### src/sjd_pkg.sv
`timescale 1ns / 1ps

package sjd_pkg;

  localparam int unsigned ByteW  = 8;
  localparam int unsigned WcharW = 14;
  localparam int unsigned StatW  = 2;

  localparam logic [StatW-1:0] ST_SINGLE  = 2'd0;
  localparam logic [StatW-1:0] ST_DOUBLE  = 2'd1;
  localparam logic [StatW-1:0] ST_INVALID = 2'd2;
  localparam logic [StatW-1:0] ST_END     = 2'd3;

  localparam logic [ByteW-1:0] ASCII_MAX  = 8'h7f;
  localparam logic [ByteW-1:0] KANA_MIN   = 8'ha1;
  localparam logic [ByteW-1:0] KANA_MAX   = 8'hdf;
  localparam logic [ByteW-1:0] LEAD1_MIN  = 8'h81;
  localparam logic [ByteW-1:0] LEAD1_MAX  = 8'h9f;
  localparam logic [ByteW-1:0] LEAD2_MIN  = 8'he0;
  localparam logic [ByteW-1:0] LEAD2_MAX  = 8'hfc;
  localparam logic [ByteW-1:0] TRAIL_MIN  = 8'h40;
  localparam logic [ByteW-1:0] TRAIL_MAX  = 8'hfc;
  localparam logic [ByteW-1:0] TRAIL_HOLE = 8'h7f;

  localparam logic [WcharW-1:0] OFFSET1 = 14'h0100;
  localparam logic [WcharW-1:0] OFFSET2 = 14'h189f;

  // Decoder state carried between bytes.
  typedef struct packed {
    logic             pending;
    logic [ByteW-1:0] lead;
  } lead_state_t;

  typedef struct packed {
    logic [WcharW-1:0] wide_char;
    logic [StatW-1:0]  status;
    logic [ByteW-1:0]  pushback_byte;
    logic              pushback_is_end;
  } result_t;

endpackage

### src/sjd_decode.sv
`timescale 1ns / 1ps

module sjd_decode (
  input  sjd_pkg::lead_state_t state,
  input  logic [7:0]           in_byte,
  input  logic                 end_of_input,
  output logic                 has_result,
  output sjd_pkg::result_t     result,
  output sjd_pkg::lead_state_t state_next
);
  import sjd_pkg::*;

  logic              is_trail;
  logic              is_single;
  logic              is_lead;
  logic [ByteW-1:0]  trail_off;
  logic [ByteW-1:0]  lead_off;
  logic [WcharW-1:0] two_byte;

  assign is_trail  = (in_byte >= TRAIL_MIN) && (in_byte <= TRAIL_MAX) &&
                     (in_byte != TRAIL_HOLE);
  assign is_single = (in_byte <= ASCII_MAX) ||
                     ((in_byte >= KANA_MIN) && (in_byte <= KANA_MAX));
  assign is_lead   = ((in_byte >= LEAD1_MIN) && (in_byte <= LEAD1_MAX)) ||
                     ((in_byte >= LEAD2_MIN) && (in_byte <= LEAD2_MAX));
  assign trail_off = in_byte - TRAIL_MIN;

  // Only the low five bits of the lead offset take part in the code.
  assign lead_off = (state.lead <= LEAD1_MAX) ? (state.lead - LEAD1_MIN)
                                              : (state.lead - LEAD2_MIN);
  assign two_byte = {1'b0, trail_off, lead_off[4:0]} +
                    ((state.lead <= LEAD1_MAX) ? OFFSET1 : OFFSET2);

  always_comb begin
    result     = '0;
    has_result = 1'b1;
    state_next = '0;
    if (state.pending) begin
      if (end_of_input) begin
        result.status          = ST_INVALID;
        result.pushback_is_end = 1'b1;
      end else if (is_trail) begin
        result.status    = ST_DOUBLE;
        result.wide_char = two_byte;
      end else begin
        result.status        = ST_INVALID;
        result.pushback_byte = in_byte;
      end
    end else if (end_of_input) begin
      result.status = ST_END;
    end else if (is_single) begin
      result.status    = ST_SINGLE;
      result.wide_char = {{(WcharW-ByteW){1'b0}}, in_byte};
    end else if (is_lead) begin
      has_result         = 1'b0;
      state_next.pending = 1'b1;
      state_next.lead    = in_byte;
    end else begin
      result.status        = ST_INVALID;
      result.pushback_byte = in_byte;
    end
  end

endmodule

### src/shift_jis_dense_wide_char_decoder.sv
`timescale 1ns / 1ps

// Shift-JIS to dense wide character decoder. One byte or end marker is taken
// per transfer on the slave side, at a sustained rate of one per cycle while
// the master side accepts results; each item passes an input register, the
// range-compare and add logic, and the result register. A lead byte gives no
// result and is held for the following byte; any other item gives exactly one
// result. Back-pressure on the master side stalls the input register once it
// holds an item that has a result to deliver.
module shift_jis_dense_wide_char_decoder (
  input  logic        clk,
  input  logic        rst,
  input  logic        s_tvalid,
  output logic        s_tready,
  input  logic [7:0]  s_tdata,   // [7:0] in_byte
  input  logic        s_tuser,   // [0] end_of_input
  output logic        m_tvalid,
  input  logic        m_tready,
  output logic [23:0] m_tdata,   // [13:0] wide_char, [21:14] pushback_byte, rest zero
  output logic [2:0]  m_tuser    // [1:0] status, [2] pushback_is_end
);
  import sjd_pkg::*;

  logic             in_valid;
  logic [ByteW-1:0] in_byte;
  logic             in_end;
  lead_state_t      state;
  lead_state_t      state_next;
  logic             has_result;
  result_t          result;
  result_t          out_result;
  logic             out_free;
  logic             advance;

  sjd_decode u_decode (
    .state        (state),
    .in_byte      (in_byte),
    .end_of_input (in_end),
    .has_result   (has_result),
    .result       (result),
    .state_next   (state_next)
  );

  assign out_free = !m_tvalid || m_tready;
  // A held lead byte moves on even while the result register is full.
  assign advance  = in_valid && (!has_result || out_free);
  assign s_tready = !in_valid || advance;

  always_ff @(posedge clk) begin
    if (rst) begin
      in_valid <= 1'b0;
    end else if (s_tready) begin
      in_valid <= s_tvalid;
    end
    if (s_tready && s_tvalid) begin
      in_byte <= s_tdata;
      in_end  <= s_tuser;
    end
  end

  always_ff @(posedge clk) begin
    if (rst) begin
      state    <= '0;
      m_tvalid <= 1'b0;
    end else begin
      if (advance) begin
        state <= state_next;
      end
      if (out_free) begin
        m_tvalid <= advance && has_result;
      end
    end
    if (out_free && advance && has_result) begin
      out_result <= result;
    end
  end

  assign m_tdata = {2'b00, out_result.pushback_byte, out_result.wide_char};
  assign m_tuser = {out_result.pushback_is_end, out_result.status};

endmodule

### config.mk
export PLATFORM = sky130hd
export DESIGN_NAME = shift_jis_dense_wide_char_decoder
export DESIGN_NICKNAME = d
export VERILOG_FILES = /design/src/sjd_pkg.sv /design/src/sjd_decode.sv /design/src/shift_jis_dense_wide_char_decoder.sv
export SDC_FILE = /design/constraint.sdc
export NUM_CORES = 1
export LEC_CHECK = 0
export BUFFER_PORTS_ARGS = -buffer_cell sky130_fd_sc_hd__buf_4
export CAP_MARGIN = 20
export CORE_UTILIZATION = 25
export DETAILED_ROUTE_END_ITERATION = 7
export PLACE_DENSITY_LB_ADDON = 0.2
export SETUP_SLACK_MARGIN = 0.1
export SKIP_LAST_GASP = 1
export SLEW_MARGIN = 0
export SYNTH_ARGS = -nofsm -noshare
export SYNTH_HDL_FRONTEND = slang
export SYNTH_SLANG_ARGS = --single-unit
### constraint.sdc
create_clock -name clk -period 3.3 [get_ports clk]
set_input_delay 0.495 -clock clk [delete_from_list [all_inputs] [get_ports clk]]
set_output_delay 0.495 -clock clk [all_outputs]
set_load 0.1 [all_outputs]
* Yosys cells after proc, flatten, opt, wreduce, memory -nomap -nowiden
Index checks and enable logic that the tools add are counted.
Cells by class: eq/ne operators 1, add/sub/neg operators 4, reductions and logical operators 18, mux-type cells 25, magnitude comparators 9
Operators with widths (number):
- 2-to-1 mux 8 bit | 6
- 2-to-1 mux 9 bit | 4
- <= comparator 8 bit (second input constant) | 4
- 2-to-1 mux 14 bit | 2
- greater-or-equal comparator 8 bit (second input constant) | 3
- 2-to-1 mux 24 bit | 1
- adder 13 x 14 -> 14 bit | 1
- 2-to-1 mux 13 bit | 1
- logical AND 1 bit | 10
- 2-to-1 mux 10 bit | 1
- subtractor 5 x 1 -> 5 bit (second input constant) | 2
- greater-or-equal comparator 8 x 7 -> 1 bit (second input constant) | 1
- <= comparator 8 x 7 -> 1 bit (second input constant) | 1
- 2-to-1 mux 2 bit | 4
- != test 8 x 7 -> 1 bit (second input constant) | 1
- subtractor 8 x 7 -> 8 bit (second input constant) | 1
- logical OR 1 bit | 5
- 2-to-1 mux 1 bit | 5
- 2-to-1 mux 5 bit | 1
- zero test 1 bit | 3
Storage, ports and cells: word-level logic and storage cells 67, bits of input ports 13, output and inout port bits 29, register bits after elaboration 45

* Longest topological paths before layout
word-level depth 12, mapped depth 10, gate-level depth less buffers 9

* Hierarchy
Synthesis repeated with hierarchy kept, for this count alone.
Unflattened totals: cells, all modules 203, area total of the unflattened synthesis 2383.5 µm²
Modules (own cells, without submodules):
- shift_jis_dense_wide_char_decoder | area each 1541.5 µm², times used 1, cells an instance 87, sequential area each 1241.2 µm²
- sjd_decode | area each 842.1 µm², times used 1, cells an instance 116, sequential area each 0.0 µm²

* Worst setup path before layout
No wires, ideal clock.
kind register to register, start point register in_byte[6], end point register out_result (netlist bit m_tdata[0]) (enable), path slack 338 ps, period minus slack after synthesis 2962 ps, required time 2893 ps, arrival 2556 ps, cell stages (with the launch flop) 8, setup time 407 ps, buffers on the path 0, path through edfxtp_1 > inv_1 > ha_1 > or3b_2 > o211ai_1 > a31oi_1 > and3b_2 > nor2_1
Between the ends: longest elaborated chain between the ends 12, elaborated cells on any way between the ends 21, classes of those cells 7 x order compare; 4 x mux; 10 x reduce/logical
RTL lines:
- from (decl) | line shift_jis_dense_wide_char_decoder.sv:25 | logic [ByteW-1:0] in_byte;
- from (signal assigned) | line shift_jis_dense_wide_char_decoder.sv:56 | in_byte <= s_tdata;
- greater-or-equal comparator 8 bit (tied with other cells) | line sjd_decode.sv:24 | assign is_lead = ((in_byte >= LEAD1_MIN) && (in_byte <= LEAD1_MAX)) ||
- logical AND 1 bit, on equally long branches | line sjd_decode.sv:24, sjd_decode.sv:25
- logical OR 1 bit | line sjd_decode.sv:24
- 2-to-1 mux 1 bit | line sjd_decode.sv:54 | end else if (is_lead) begin
- 2-to-1 mux 1 bit (*) | line sjd_decode.sv:51 | end else if (is_single) begin
- 2-to-1 mux 1 bit (*) | line sjd_decode.sv:49 | end else if (end_of_input) begin
- 2-to-1 mux 1 bit (*) | line sjd_decode.sv:38 | if (state.pending) begin
- zero test 1 bit | line shift_jis_dense_wide_char_decoder.sv:46 | assign advance = in_valid && (!has_result || out_free);
- logical OR 1 bit | line shift_jis_dense_wide_char_decoder.sv:46
- logical AND 1 bit | line shift_jis_dense_wide_char_decoder.sv:46
- logical AND 1 bit | line shift_jis_dense_wide_char_decoder.sv:73 | if (out_free && advance && has_result) begin
- logical AND 1 bit (*) | line shift_jis_dense_wide_char_decoder.sv:73
- to (signal assigned) | line shift_jis_dense_wide_char_decoder.sv:74 | out_result <= result;
- to (decl) | line shift_jis_dense_wide_char_decoder.sv:31 | result_t out_result;
Every way passes the cells marked *; elsewhere a longest branch is shown, timed or not. A chain may end at the register's enable or synchronous reset.

* Worst setup path after layout
start point register in_byte[3], end point output s_tready
Between the ends: longest elaborated chain between the ends 11, elaborated cells on any way between the ends 20, classes of those cells 7 x order compare; 4 x mux; 9 x reduce/logical
RTL lines:
- greater-or-equal comparator 8 bit (tied with other cells) | line sjd_decode.sv:24
- logical AND 1 bit, on equally long branches | line sjd_decode.sv:24, sjd_decode.sv:25
- logical OR 1 bit | line sjd_decode.sv:24
- 2-to-1 mux 1 bit | line sjd_decode.sv:54
- 2-to-1 mux 1 bit (*) | line sjd_decode.sv:51
- 2-to-1 mux 1 bit (*) | line sjd_decode.sv:49
- 2-to-1 mux 1 bit (*) | line sjd_decode.sv:38
- zero test 1 bit (*) | line shift_jis_dense_wide_char_decoder.sv:46
- logical OR 1 bit (*) | line shift_jis_dense_wide_char_decoder.sv:46
- logical AND 1 bit (*) | line shift_jis_dense_wide_char_decoder.sv:46
- logical OR 1 bit (*) | line shift_jis_dense_wide_char_decoder.sv:47 | assign s_tready = !in_valid || advance;
- to (decl) | line shift_jis_dense_wide_char_decoder.sv:14 | output logic s_tready,
Marks and branches as above.

==> results.md <==
### Outcome
- **result of the run** complete, no violations

### Pwr
- **Flop pwr share** 53.5%
- **Int Power** 845 uW
- **Logic pwr share** 19.9%
- **power per cell area** 397 nW/um2
- **switching part of the total power** 31.3%
- **highest ir drop seen on vdd** 0.143 mV
- **power spent charging and discharging nets** 386 uW
- **leakage power figure** 0.00120 uW
- **Clk pwr share** 26.6%

### Routing
- **DR DRC count** 0
- **DRT Wirelength** 5750 um
- **number of vias in the routed layout** 1905
- **ratio of routed vias to standard cells** 4.56
- **starting DRC count in detailed routing** 169
- **wire length per cell** 13.8 um
- **First-pass DRT Iterations** 4
- **Antenna Nets Post-Route** 0

### Finish
- **layout cell share with drive strength beyond 1** 24.6%
- **Final Core Density** 31.3%
- **most frequent cells in the layout** sky130_fd_sc_hd__buf_4, sky130_fd_sc_hd__edfxtp_1, sky130_fd_sc_hd__nand2_1
- **post-route insts no fill** 418
- **most frequent standard cell in the layout excluding fill and tap cells** sky130_fd_sc_hd__buf_4
- **number of diodes added for antenna fixing** 0
- **net total in the final layout** 308
- **area overhead of the layout relative to synthesis** 19.9%

### GRT
- **gr ovfl total** 0
- **global-route wire length before repair** 9710 um
- **global-route total usage across every layer** 11.2%
- **largest net degree at the start of global routing** 26
- **antenna violations before repair** 0
- **vias in the first global route** 1947

### Timing
- **final total negative setup slack** 0 ps
- **Final Hold Fails** 0
- **final max-slew violation count** 0
- **measured slew at the worst slew-check pin** 659 ps
- **clock skew after layout** 6.99 ps
- **minimum period implied by the final worst setup slack** 3060 ps
- **tightest hold margin** 371 ps
- **maximum achievable frequency** 327 MHz
- **total of endpoints with negative setup slack in the final report** 0
- **Final Cycle Share** 92.7%
- **remaining max-slew budget at the tightest pin** 55.6%
- **unrepaired setup endpoints after global routing** no

### Clock network
- **clock sink count** 45
- **number of H-tree branching levels** 2
- **clock latency at the later pin of the worst-skew pair** 290 ps
- **root buffer cell** sky130_fd_sc_hd__clkbuf_8
- **buffer levels on the longest clock path** 2
- **clock buffers created by TritonCTS** 5
- **clock tree from TritonCTS** yes
- **CTS clk-pin slew, worst paths** 80 ps
- **hold bufs inserted after CTS** 0

### Worst setup path
- **Worst R2R Setup Slack** 560 ps
- **required time of the critical path** 2800 ps
- **endpoint kind of the worst setup timing path** output pin
- **Critical Path Start Type** flop
- **Critical R2R Launch** in_byte[6]
- **cells on worst reg2reg path** 8
- **critical path endpoint** s_tready
- **beginning of the critical path** in_byte[3]
- **classification of the worst setup path** reg -> out
- **Critical R2R Capture** in_byte[6]
- **data arrival at the endpoint of the critical path** 2560 ps
- **maximum fanout count along the critical path** 7

### Synthesis
- **async set-reset flop share out of synthesis** 0%
- **Synth Area per Inst** 10.6 um2
- **Post-Synthesis Cell Area** 2590 um2
- **proportion of synthesized chip area in sequential cells** 48.0%
- **synthesized netlist cell count** 243
- **biggest area consumer among synthesized cells** sky130_fd_sc_hd__edfxtp_1
- **largest cells by area after synthesis** sky130_fd_sc_hd__edfxtp_1, sky130_fd_sc_hd__dfxtp_1, sky130_fd_sc_hd__ha_1, sky130_fd_sc_hd__mux2i_1, sky130_fd_sc_hd__nand2_1
- **number of enable flip-flop cells after synthesis** 34
- **synthesis-stage register bit count** 45
- **count of different cell masters after synthesis** 62
- **Synth Warn #** 0
- **top flip-flop cell by instance count after synthesis** sky130_fd_sc_hd__edfxtp_1
- **area share of the largest cell type after synthesis** 39.5%

### Place
- **number of buffer cells added on primary ports** 39
- **post-detail-place hpwl** 4230 um
- **post-placement cell count** 409
- **routability congestion estimate from global placement** 0.881

### Die
- **chip width** 104 um
- **Die ar.** 10800 um2
- **Initial Util** 26.1%
- **number of rows created at floorplan** 36
- **Boundary Pins** 42
- **Die H** 104 um
- **core outline area** 9910 um2

### Hold path
- **worst hold-check path type** in -> reg

### Run
- **reported max-cap violation count** 0

timing repair:
| action | in CTS | in global routing |
|---|---|---|
| gates resized for setup | 0 | 1 |
| cloned | 0 | 0 |
| endpoints found under the setup margin | 1 | 1 |
| pin swaps | 0 | 0 |
| buffers inserted | 1 | 0 |
Yosys cell counts (all sizes together), types with 2 or more instances:
master and n:
nor2 10, mux2i 9, nand2 25, o2111ai 3, a32oi 2, and2 11, o31a 3, nor4 3
a31oi 3, nand2b 11, a22o 2, inv 15, xnor2 8, nand4 2, or3 4, o21ai 14
o21a 2, nor3 4, clkbuf 3, dfxtp 11, nand3 5, nor2b 4, or3b 2, o211ai 2
edfxtp 34, ha 11, buf 8, a21oi 14
cell families (layout without fill, tap and decap cells):
group	after synthesis	after routing	share of synthesized area [%]
XOR/XNOR	9	9	3.05
flip-flops	45	45	48.0
other	1	2	0.145
AND/OR/NAND/NOR	86	86	19.4
adder cells (fa/ha/maj)	11	11	5.32
multiplexers	10	10	3.92
buffers and inverters	26	67	5.18
AO/OA/AOI/OAI	55	55	15.0
stage by stage:
| step | power [uW] | setup slack [ps] | area [um2] |
|---|---|---|---|
| 2_1_floorplan | 857 | 338 | 2590 |
| 3_3_place_gp | 917 | 463 | 3010 |
| 3_5_place_dp | 917 | 436 | 3010 |
| 4_1_cts | 1250 | 197 | 3100 |
| 5_1_grt | 1290 | 108 | 3100 |
| 6_report | 1230 | 240 | 3100 |
area by class of cell:
cell class / count / area, um2
fill: 1062 / 6810
sequential: 45 / 1240
multi-input combinational: 173 / 1220
timing repair buffer: 44 / 334
tap: 133 / 166
clock buffer: 6 / 72.6
inverter: 15 / 58.8
clock inverter: 2 / 10.0
sequential cells by signal, summed over array words and instances (netlist names):
register  count
in_end        1
in_valid      1
state         9
in_byte       8
m_tuser       3
m_tvalid      1
m_tdata      22
worst min path at each step:
stage | endpoint | depth (start not counted) | slack, ps | start
floorplan | state[0] | 2 | 470 | state[0]
global placement | state[7] | 2 | 490 | state[7]
detailed placement | state[7] | 2 | 490 | state[7]
CTS | in_byte[1] | 1 | 360 | s_tdata[1]
global route | in_byte[4] | 1 | 350 | s_tdata[4]
finish | in_byte[1] | 1 | 370 | s_tdata[1]
per-layer routing:
| metal | GRT usage, % | wire length (um) |
|---|---|---|
| met3 | 2.27 | 249 |
| met1 | 14.7 | 2750 |
| met4 | 3.88 | 63 |
| met5 | 0 | 0 |
| met2 | 18.5 | 2690 |
worst max-delay path, stage by stage, from the launching register on:
cell and delay, ps:
sky130_fd_sc_hd__edfxtp_1 580, sky130_fd_sc_hd__nor4_4 380, sky130_fd_sc_hd__o211ai_1 140, sky130_fd_sc_hd__a31oi_1 270, sky130_fd_sc_hd__and3b_2 290, sky130_fd_sc_hd__or3b_4 420
sky130_fd_sc_hd__buf_6 200
power by group through the flow:
stage / clock network [uW] / logic [uW] / registers, uW
CTS: 344 / 247 / 659
floorplan: 0 / 91.2 / 766
detailed placement: 0 / 244 / 674
global placement: 0 / 244 / 673
finish: 327 / 245 / 659
global route: 365 / 260 / 663
No activity file was read; power rests on OpenSTA's default activity.
